===== src/rtl/gsp_pkg.sv =====
`timescale 1ns / 1ps
// ----------------------------------------------------------------------------
// gsp_pkg
// Shared types and constants for the gas sensor ppm converter.
// ----------------------------------------------------------------------------
package gsp_pkg;

  localparam int CODE_W = 16;

  localparam logic [1:0] REG_MIN_VALID_CODE = 2'd0;
  localparam logic [1:0] REG_CAL_PPM        = 2'd1;
  localparam logic [1:0] REG_CURVE_EXPONENT = 2'd2;
  localparam logic [1:0] REG_SUPPLY_CODE_X2 = 2'd3;

  localparam logic [9:0]  RST_MIN_VALID_CODE = 10'd15;
  localparam logic [13:0] RST_CAL_PPM        = 14'd20;
  localparam logic [14:0] RST_CURVE_EXPONENT = 15'd8495;
  localparam logic [12:0] RST_SUPPLY_CODE_X2 = 13'd3103;

  localparam logic [1:0] ST_MEASURED   = 2'd0;
  localparam logic [1:0] ST_NO_SENSOR  = 2'd1;
  localparam logic [1:0] ST_CALIBRATED = 2'd2;

  typedef struct packed {
    logic              mode;
    logic [CODE_W-1:0] code;
    logic              usable;
  } item_t;

  typedef struct packed {
    logic [13:0] cal_ppm;
    logic [14:0] curve_exponent_q12;
    logic [12:0] supply_code_x2;
  } cfg_t;

endpackage


===== src/rtl/gsp_front.sv =====
`timescale 1ns / 1ps
// ----------------------------------------------------------------------------
// gsp_front
// Accepts samples, classifies them against the threshold and holds them
// in a two-entry queue for the compute engine.
// ----------------------------------------------------------------------------
module gsp_front import gsp_pkg::*; #(
  parameter int ADC_BITS = 10
) (
  input  logic                clk,
  input  logic                rst,
  input  logic                push,
  output logic                full,
  input  logic                mode,
  input  logic [ADC_BITS-1:0] adc_code,
  input  logic                read_failed,
  input  logic [9:0]          min_valid_code,
  output logic                q_valid,
  output item_t               q_item,
  input  logic                q_pop
);

  item_t      mem [2];
  logic       wr_ptr;
  logic       rd_ptr;
  logic [1:0] count;
  item_t      in_item;
  logic       do_push;
  logic       do_pop;

  always_comb begin
    in_item.mode   = mode;
    in_item.code   = CODE_W'(adc_code);
    in_item.usable = !read_failed && (CODE_W'(adc_code) > CODE_W'(min_valid_code));
  end

  assign full    = (count == 2'd2);
  assign q_valid = (count != 2'd0);
  assign q_item  = mem[rd_ptr];
  assign do_push = push && !full;
  assign do_pop  = q_pop && q_valid;

  always_ff @(posedge clk) begin
    if (do_push) begin
      mem[wr_ptr] <= in_item;
    end
  end

  always_ff @(posedge clk) begin
    if (rst) begin
      wr_ptr <= 1'b0;
      rd_ptr <= 1'b0;
      count  <= 2'd0;
    end else begin
      if (do_push) begin
        wr_ptr <= !wr_ptr;
      end
      if (do_pop) begin
        rd_ptr <= !rd_ptr;
      end
      if (do_push && !do_pop) begin
        count <= count + 2'd1;
      end else if (do_pop && !do_push) begin
        count <= count - 2'd1;
      end
    end
  end

endmodule


===== config.mk =====
export PLATFORM = sky130hd
export DESIGN_NAME = gsp_front
export DESIGN_NICKNAME = d
export VERILOG_FILES = /design/src/rtl/gsp_pkg.sv /design/src/rtl/gsp_front.sv
export SDC_FILE = /design/constraint.sdc
export NUM_CORES = 1
export LEC_CHECK = 0
export BUFFER_PORTS_ARGS = -buffer_cell sky130_fd_sc_hd__buf_4
export CAP_MARGIN = 20
export CORE_AREA = 5 5 53 64
export CTS_BUF_LIST = sky130_fd_sc_hd__clkbuf_16
export DETAILED_ROUTE_END_ITERATION = 6
export DIE_AREA = 0 0 58 69
export PLACE_DENSITY = 0.81
export SETUP_SLACK_MARGIN = 0.5
export SLEW_MARGIN = 20
export SYNTH_ARGS = -nofsm -noshare
export SYNTH_HDL_FRONTEND = slang
export SYNTH_SLANG_ARGS = --single-unit

===== constraint.sdc =====
create_clock -name clk -period 2.9 [get_ports clk]
set_clock_uncertainty 0.15 [all_clocks]
set_input_delay 0.87 -clock clk [delete_from_list [all_inputs] [get_ports clk]]
set_output_delay 0.87 -clock clk [all_outputs]
set_load 0.02 [all_outputs]

-- Yosys cells after proc, flatten, opt, wreduce, memory -nomap -nowiden
Memories as Yosys holds them, arrays and structs flattened. A register that Yosys moved wholly into a read port is not among the register bits.
Index checks and enable logic that the tools add are counted.
- add/subtract/negate cells: 2
- multipliers: 0
- div/mod/pow operators: 0
- $lt $le $gt $ge: 1
- equal/unequal tests: 1
- shift-type cells: 0
- muxes and demuxes: 6
- bitwise operators: 0
- reductions and logical operators: 13
- operators by type and width (cell ; number):
    $gt 10x10->1 ; 1
    $logic_not 1->1 ; 6
    $logic_and 1x1->1 ; 5
    $mux 1 ; 4
    $mux 2 ; 2
    $reduce_bool 2->1 ; 2
    $add 2x1->2 const B ; 1
    $eq 2x2->1 const B ; 1
    $sub 2x1->2 const B ; 1
- flip-flop bits (word level): 4
- latch bits: 0
- memory bits (writable): 24
- ROM bits: 0
- output and inout bits: 20
- memories: 1
- memories (name ; words ; bits a word ; read ports ; clocked after Yosys merged registers in ; write ports ; line ; text):
    mem ; 2 ; 12 ; 1 ; 1 ; 1 ; gsp_front.sv:23 ; item_t mem [2];

-- Logic depth before layout (Yosys ltp)
Gate-level depths: netlist (run 1).
- word-level depth: 7
- mapped depth: 7

-- Worst setup path before layout (run 1)
No wires, ideal clock.
- path type: input-to-reg
- from: in min_valid_code[7]
- to: mem mem[0][0] (netlist bit), data pin
- arrival time: 1.800 ns
- required time: 2.482 ns
- slack: 0.682 ns
- stages: 5
- buffers on the path: 0
- cells stage by stage: inv_1 -> ha_1 -> a211oi_2 -> nor2_1 -> o41a_1
- RTL lines (item ; line ; text):
    start, declared ; gsp_front.sv:17 ; input logic [9:0] min_valid_code,
    end, declared ; gsp_front.sv:23 ;

==> flow_summary_export.csv, run 1 <==
group,metric,value,unit
status,status,"complete, no violations",
power_and_ir_drop,powerDensity,837,nW/um^2
timing,fmax,429,MHz
timing,hold_viol,0,
power_and_ir_drop,seqPwrFrac,0.386,
global_route,grt_max_degree,13,
setup_path,path_class,"reg -> out",
finish,utilization,0.670,
routing,vias,921,
placed_design,dpl_cell_area,1690,um^2
floorplanning,die_x,58,um
synth,synth-main-ff-cell,"edfxtp_1",
setup_path,required,1.88,ns
synth,synth-seq-area-share,0.595,
worst_hold_path,min_path_type,"reg -> reg",
setup_path,cp_max_fo,12,
global_route,grt_use_met1,0.149,
routing,drt-pass1-iter-count,2,
timing,period_share,0.803,
finish,drive_gt1_frac,0.400,
power_and_ir_drop,p_sw,457,uW
finish,final_cell_area,1830,um^2
timing,layout_min_cycle_time,2.33,ns
cts,cts_buffer_depth,2,
finish,syn2layout_area_growth,32.6,%
global_route,gr-max-usage-layer,"met2",
synth,synth_commonest_cells,"edfxtp_1 (24), inv_1 (13), mux2_2 (12)",
global_route,grt.met2_usage,0.237,
global_route,antenna_found_initial,0,
cts,htreeDepth,2,
routing,drtIter0Drc,21,
floorplanning,dieHeight,69,um
setup_path,crit_arrival,1.31,ns
routing,via_per_inst,5.01,
timing,timing.hold.ws,0.357,ns
floorplanning,core_area,2730,um^2
finish,antennaDiodeCount,0,
timing,rsz0062_at_grt,"false",
setup_path,r2r-start,"count[0]",
floorplanning,pin_count,46,
setup_path,cp_slowest_stage_delay,0.50,ns
setup_path,cp-start-kind,"flop",
run,cap_violations,0,
synth,synthTopCellsByArea,"edfxtp_1 (52%), ha_1 (10%), mux2_2 (9.8%)",
cts,cts_tree,"yes",
synth,synthesis.area,1380,um^2
routing,ant_nets,0,
synth,synth_edf_count,24,
timing,drv_slew,0,
timing,slew_headroom,0.602,
cts,clkTransAtPathRegs,0.05,ns
global_route,grt.met3_usage,0.0597,
synth,synth_area_leader_cell,"edfxtp_1",
synth,syn_inst,104,
power_and_ir_drop,p_comb_frac,0.306,
placed_design,place.port_buffers,39,
worst_hold_path,hold_start,"rd_ptr",
cts,clockRootBuffer,"clkbuf_16",
routing,drc,0,
cts,cts_num_sinks,29,
power_and_ir_drop,p_sw_frac,0.298,
synth,synth.distinct_cells,24,
power_and_ir_drop,leakagePower,0.000823,uW
synth,synth_warnings,0,
synth,synth-async-reset-ratio,0,
global_route,grt_pass1_wl,4170,um
global_route,grt.overflow.total,0,
setup_path,cp_cell_sequence,"mux2_2 > buf_4",
setup_path,crit_family,"flip-flops",
floorplanning,floorplan.die_area,4000,um^2
routing,wl,2640,um
synth,synth_most_common_cell,"edfxtp_1",
synth,synth_top_cell_area_share,0.522,
finish,final_net_count,186,
setup_path,cp_slowest_cell,"dfxtp_2",
placed_design,dp_hpwl,1990,um
timing,setup_viol_count_final,0,
synth,synth-seq-cells,29,
global_route,track_usage,0.142,
routing,wl_per_cell,14.3,um
finish,final_cells,184,
cts,clock_latency,0.27,ns
power_and_ir_drop,pwr-share-clk,0.308,
setup_path,critical_path_buf_inv_count,1,
floorplanning,start_util,0.505,
power_and_ir_drop,ir_worst_vdd,0.000560,V
timing,tns,0,ns
synth,synth_area_per_cell,13.3,um^2
cts,ctsHoldBuffers,0,
floorplanning,row_count,21,
placed_design,place.gp.congestion,0.746,
timing,tightest_slew,0.596,ns
cts,cts_buffers,5,
placed_design,placedCellCount,176,
setup_path,cp-end-kind,"output pin",
setup_path,reg2reg_slack,1.15,ns
global_route,grt_pass1_vias,914,
power_and_ir_drop,internal_power,1070,uW
==> layer usage <==
metal,part of all wire,up-vias
met1,0.36,437
met3,0.091,9
li1,-,445
met5,0,-
met2,0.53,30
met4,0.021,0
==> final cells by class <==
cell class | count | area (um^2)
multi-input cells | 60 | 479
fillers | 214 | 902
clock inverters | 3 | 12.5
well taps | 34 | 42.5
clock buffers | 5 | 125
inverters | 13 | 48.8
flip-flops and latches | 29 | 822
repair buffers | 40 | 300
==> power groups by stage <==
stage / clock network, uW / registers (uW) / logic, uW
4_1_cts: 481 / 594 / 478
2_1_floorplan: 0 / 570 / 318
3_3_place_gp: 0 / 594 / 461
6_report: 471 / 592 / 469
3_5_place_dp: 0 / 599 / 474
5_1_grt: 502 / 601 / 503
==> stage by stage <==
step                setup WS [ns]  total power, uW
finish                      0.571             1530
CTS                         0.547             1550
detailed placement          0.512             1070
floorplan                   0.682              889
global placement            0.534             1060
global route                0.518             1610
==> cells by family (layout without fill, tap and decap cells) <==
logic type                 Yosys count  count (layout)  share of synthesized area
AOI/OAI and AO/OA                   10              10                     0.0490
xor gates and xnor gates             4               4                     0.0254
adders and majority gates           11              11                     0.0997
buffers and inverters               20              61                     0.0716
DFF                                 29              29                      0.595
muxes                               12              12                     0.0979
other                                1               6                    0.00272
and+or+nand+nor                     17              17                     0.0589
==> worst paths after layout <==
| check | depth (start not counted) | endpoint |
|---|---|---|
| setup reg to reg | 6 | count[1] |
| hold / removal | 2 | flop |
| hold reg to reg | 2 | flop |
| setup / recovery | 2 | q_item[6] |
==> worst min-delay path: stages, from the launching register on <==
cell and delay (ns):
dfxtp_1 0.32, xor2_1 0.08, nor2_1 0.08
==> sequential cells by signal, summed over array words and instances, names as in the netlist, named ones only <==
name	flops
rd_ptr	1
mem	24
count	2
wr_ptr	1
==> repair_timing <==
action	in CTS	in global routing
gates resized for setup	1	0
setup buffers	0	0
endpoints found under the setup margin	12	0
==> cell usage in the layout, fill, tap and decap left out, types with 2 or more instances in the layout <==
cell / count
xor2_1: 4
inv_1: 13
ha_1: 11
buf_4: 40
nor2_1: 7
edfxtp_1: 24
mux2_2: 12
o21ai_0: 2
nand4_1: 2
clkinv_1: 2
conb_1: 6
dfxtp_1: 4
nand2_1: 2
a21oi_1: 4
clkbuf_16: 5
(Power assumes the default switching activity.)
==> run 2: changes to the inputs <==
--- a/config.mk
+++ b/config.mk
@@ -7,11 +7,11 @@
 export LEC_CHECK = 0
 export BUFFER_PORTS_ARGS = -buffer_cell sky130_fd_sc_hd__buf_4
 export CAP_MARGIN = 20
-export CORE_AREA = 5 5 53 64
+export CORE_AREA = 5 5 55 67
 export CTS_BUF_LIST = sky130_fd_sc_hd__clkbuf_16
 export DETAILED_ROUTE_END_ITERATION = 6
-export DIE_AREA = 0 0 58 69
-export PLACE_DENSITY = 0.81
+export DIE_AREA = 0 0 60 72
+export PLACE_DENSITY = 0.75
 export SETUP_SLACK_MARGIN = 0.5
 export SLEW_MARGIN = 20
 export SYNTH_ARGS = -nofsm -noshare
==> constraint.sdc (replaced) <==
create_clock -name clk -period 2.2 [get_ports clk]
set_clock_uncertainty 0.15 [all_clocks]
set_input_delay 0.66 -clock clk [delete_from_list [all_inputs] [get_ports clk]]
set_output_delay 0.66 -clock clk [all_outputs]
set_load 0.02 [all_outputs]
==> flow_summary_export.csv, run 2 (same netlist as run 1, synthesis figures left out) <==
group,metric,value,unit
global_route,grt_max_degree,13,
timing,timing.hold.ws,0.359,ns
power_and_ir_drop,p_sw_frac,0.290,
setup_path,cp_slowest_stage_delay,0.38,ns
setup_path,cp_max_fo,6,
power_and_ir_drop,leakagePower,0.000935,uW
global_route,grt.overflow.total,0,
setup_path,crit_arrival,1.23,ns
routing,ant_nets,0,
routing,met3_length,201,um
routing,drtIter0Drc,12,
global_route,grt_pass1_vias,960,
floorplanning,pin_count,46,
power_and_ir_drop,seqPwrFrac,0.328,
setup_path,cp_cell_sequence,"buf_8 > mux2_4 > buf_6",
status,status,"complete, no violations",
finish,reg_top3,"mem (24), count (2)",
finish,final_common_cell,"buf_4",
timing,drv_slew,0,
power_and_ir_drop,powerDensity,1100,nW/um^2
setup_path,path_class,"reg -> out",
run,cap_violations,0,
timing,tns,0,ns
finish,ff_latch_area,830,um^2
cts,htreeDepth,2,
routing,met2_length,1610,um
setup_path,cp-start-kind,"flop",
finish,antennaDiodeCount,0,
power_and_ir_drop,ir_worst_vdd,0.000853,V
finish,syn2layout_area_growth,55.0,%
routing,top_layer_used,"met4",
worst_hold_path,min_path_type,"reg -> reg",
routing,drc,0,
global_route,grt_pass1_wl,4260,um
setup_path,required,1.39,ns
global_route,track_usage,0.137,
routing,vias,949,
finish,mostFrequentLayoutCells,"buf_4 (27), edfxtp_1 (24), buf_6 (17)",
routing,drt-met1-wl,975,um
timing,rsz0062_at_grt,"true",
routing,wl,2840,um
floorplanning,start_util,0.464,
routing,via_per_inst,4.94,
setup_path,cp_slowest_cell,"dfxtp_4",
finish,final_net_count,192,
cts,clock_latency,0.27,ns
power_and_ir_drop,internal_power,1670,uW
placed_design,place.port_buffers,39,
cts,ctsHoldBuffers,0,
finish,drive_gt1_frac,0.577,
routing,wl_per_cell,14.8,um
setup_path,cp-end-kind,"output pin",
cts,clkTransAtPathRegs,0.05,ns
finish,fillers,181,
cts,cts_buffers,5,
power_and_ir_drop,p_sw,683,uW
placed_design,placedCellCount,180,
power_and_ir_drop,p_comb_frac,0.412,
timing,period_share,0.929,
finish,final_cells,192,
timing,fmax,489,MHz
timing,setup_viol_count_final,0,
floorplanning,dieHeight,72,um
finish,largest-register,"mem",
floorplanning,core_area,2970,um^2
timing,layout_min_cycle_time,2.04,ns
floorplanning,floorplan.die_area,4320,um^2
power_and_ir_drop,pwr-share-clk,0.261,
floorplanning,row_count,22,
cts,cts_buffer_depth,2,
cts,clockRootBuffer,"clkbuf_16",
global_route,antenna_found_initial,0,
floorplanning,die_x,60,um
cts,cts_num_sinks,29,
finish,largest_reg_flops,24,
routing,drt-pass1-iter-count,4,
cts,cts_tree,"yes",
finish,multi_input_area,641,um^2
placed_design,dp_hpwl,2040,um
placed_design,place.gp.congestion,0.667,
timing,hold_viol,0,
## run 2: cell count changes in the layout (fill, tap and decap cells not counted), moves of 4 or more
cell and change:
mux2_2 -12, buf_6 +17, ha_1 -7, mux2_4 +12, inv_2 +5, ha_4 +6
buf_4 -13, inv_1 -4
## run 2: through the flow
step | setup slack [ns] | util | power, uW | area [um^2]
global placement | 0.125 | 0.607 | 1490 | 1800
global route | 0.127 | 0.720 | 2470 | 2140
finish | 0.157 | 0.720 | 2360 | 2140
CTS | 0.142 | 0.697 | 2340 | 2070
floorplan | 0.287 | - | 1260 | 1500
detailed placement | 0.0886 | 0.607 | 1510 | 1800
## run 2: what timing repair did
action	4_1_cts	5_1_grt
setup endpoints to repair	16	17
gates cloned	1	0
pin swaps	1	8
setup buffers	2	1
gates resized for setup	27	11
## run 2: critical path: cells and delay by family (launching register included)
family   cells  cell delay (ns)
buf+inv      2             0.27
mux          1             0.31
flops        1             0.38
## run 2: final cells by class
type | instances | share of cell area
multi-input combinational | 60 | 0.299
inverter | 13 | 0.0228
clock inverter | 3 | 0.00643
timing repair buffer | 46 | 0.204
sequential | 29 | 0.388
clock buffer | 5 | 0.0585
tap | 36 | 0.0211
## run 2: final timing paths
check             depth (start not counted)        end  slack (ns)      from
setup reg to reg                          6   count[1]        0.55  count[1]
hold reg to reg                           2       flop        0.36    rd_ptr
hold / removal                            2       flop        0.36    rd_ptr
setup / recovery                          3  q_item[7]        0.16      flop
## run 2: metal layers
metal  vias to the layer above  track usage
met5                         -            0
met4                         0       0.0665
met3                         6       0.0427
met2                        34        0.245
met1                       452        0.139
li1                        457            -
## run 2: power by group through the flow
stage / Clock (uW) / Combinational (uW) / Sequential, uW
after CTS: 629 / 935 / 773
after global placement: 0 / 731 / 755
after floorplan: 0 / 502 / 756
after global routing: 659 / 1030 / 785
after detailed placement: 0 / 747 / 761
final: 614 / 971 / 772
==> run 3: changes to the inputs <==
--- a/config.mk
+++ b/config.mk
@@ -8,7 +8,7 @@
 export BUFFER_PORTS_ARGS = -buffer_cell sky130_fd_sc_hd__buf_4
 export CAP_MARGIN = 20
 export CORE_AREA = 5 5 55 67
-export CTS_BUF_LIST = sky130_fd_sc_hd__clkbuf_16
+export CTS_BUF_LIST = sky130_fd_sc_hd__clkbuf_4 sky130_fd_sc_hd__clkbuf_8 sky130_fd_sc_hd__clkbuf_16
 export DETAILED_ROUTE_END_ITERATION = 6
 export DIE_AREA = 0 0 60 72
 export PLACE_DENSITY = 0.75
==> flow_summary_export.csv, run 3 (same netlist as run 1, synthesis figures left out) <==
group,metric,value,unit
setup_path,crit_family,"flip-flops",
global_route,track_usage,0.138,
routing,vias,941,
timing,hold_viol,0,
finish,mostFrequentLayoutCells,"buf_4 (28), edfxtp_1 (24), buf_6 (16)",
global_route,grt_pass1_wl,4240,um
setup_path,worstReg2RegEnd,"count[1]",
setup_path,critical_path_buf_inv_count,2,
setup_path,cp_slowest_cell,"dfxtp_4",
cts,clockRootBuffer,"clkbuf_4",
timing,period_share,0.960,
placed_design,dp_hpwl,2040,um
timing,tns,0,ns
cts,cts_buffers,5,
finish,antennaDiodeCount,0,
run,cap_violations,0,
global_route,grt_pass1_vias,948,
cts,htreeDepth,2,
power_and_ir_drop,ir_worst_vdd,0.000945,V
routing,wl_per_cell,14.5,um
floorplanning,start_util,0.464,
cts,clock_latency,0.32,ns
finish,largest-register,"mem",
routing,wl,2790,um
finish,ff_latch_area,830,um^2
placed_design,dpl_cell_area,1800,um^2
floorplanning,floorplan.die_area,4320,um^2
cts,cts_num_sinks,29,
routing,drc,0,
global_route,grt.overflow.total,0,
setup_path,required,1.39,ns
finish,reg_top3,"mem (24), count (2)",
placed_design,place.gp.congestion,0.667,
setup_path,cp_num_cells,3,
setup_path,crit_arrival,1.30,ns
cts,cts_buffer_depth,2,
finish,multi_input_area,641,um^2
finish,final_net_count,192,
floorplanning,pin_count,46,
worst_hold_path,hold_start,"rst",
global_route,grt_max_degree,13,
floorplanning,dieHeight,72,um
timing,fmax,474,MHz
cts,cts_tree,"yes",
power_and_ir_drop,powerDensity,991,nW/um^2
timing,layout_min_cycle_time,2.11,ns
setup_path,cp-start-kind,"flop",
setup_path,reg2reg_slack,0.48,ns
placed_design,place.port_buffers,39,
timing,setup_viol_count_final,0,
setup_path,cp-end-kind,"output pin",
floorplanning,die_x,60,um
setup_path,reg2regPathDepth,9,
cts,clkTransAtPathRegs,0.09,ns
setup_path,cp_max_fo,6,
finish,syn2layout_area_growth,48.7,%
setup_path,cp_slowest_stage_delay,0.39,ns
finish,largest_reg_flops,24,
worst_hold_path,min_path_type,"in -> reg",
floorplanning,core_area,2970,um^2
worst_hold_path,worstHoldPathCells,2,
routing,ant_nets,0,
finish,final_cell_area,2050,um^2
routing,drtIter0Drc,7,
status,status,"complete, no violations",
setup_path,r2r-start,"count[1]",
setup_path,path_class,"reg -> out",
finish,fillers,201,
finish,final_common_cell,"buf_4",
floorplanning,row_count,22,
power_and_ir_drop,leakagePower,0.000890,uW
timing,drv_slew,0,
routing,drt-pass1-iter-count,3,
finish,drive_gt1_frac,0.583,
setup_path,cp_cell_sequence,"buf_8 > mux2_4 > buf_6",
routing,via_per_inst,4.90,
global_route,antenna_found_initial,0,
timing,rsz0062_at_grt,"true",
-- run 3: worst max path at each step --
| stage | startpoint | end | slack (ns) |
|---|---|---|---|
| final | flop | q_item[7] | 0.09 |
| after global routing | flop | q_item[7] | 0.03 |
| after CTS | flop | q_item[7] | 0.06 |
| after detailed placement | adc_code[1] | mem[1][0] | 0.09 |
| after global placement | adc_code[7] | mem[0][0] | 0.12 |
| after floorplan | min_valid_code[6] | mem[0][0] | 0.29 |
-- run 3: metal layers --
metal / vias to the layer above / GRT usage / wire [um]
met5: - / 0 / 0
met4: 0 / 0.0739 / 51
met3: 5 / 0.0480 / 207
met2: 32 / 0.242 / 1570
met1: 447 / 0.139 / 959
li1: 457 / - / -
-- run 3: worst register-to-register path: cells and delay by family (launching register included) --
kind	cells	cell delay [ns]
and+or+nand+nor	3	0.44
adders and majority gates	1	0.15
AOI/OAI and AO/OA	1	0.13
DFF	1	0.37
buffers and inverters	3	0.28
xor gates and xnor gates	1	0.14
-- run 3: repair_timing --
item	in CTS	in global routing
gates cloned	1	0
hold buffers	0	0
setup buffers	1	2
setup endpoints to repair	16	17
gates resized for setup	27	10
pin swaps	0	5
-- run 3: stage by stage --
stage	worst slack, ns	power (uW)	utilization	cells	hold WS (ns)
CTS	0.0599	2010	0.667	190	0.345
detailed placement	0.0886	1510	0.607	180	0.337
floorplan	0.287	1260	-	109	0.311
global route	0.0260	2150	0.690	192	0.333
global placement	0.125	1490	0.607	180	0.331
finish	0.0890	2030	0.690	192	0.363
-- run 3: power by group --
part	leakage (uW)	internal, uW	switching [uW]	total [uW]
Clock	0.0000354	134	175	309
Combinational	0.000587	531	425	955
Sequential	0.000268	719	49.9	769
Total	0.000890	1380	650	2030
-- run 3: area by class of cell --
type / instances / area share
inverters: 13 / 0.0238
flip-flops and latches: 29 / 0.404
clock inverters: 2 / 0.00488
clock buffers: 6 / 0.0220
repair buffers: 46 / 0.211
well taps: 36 / 0.0220
multi-input cells: 60 / 0.312
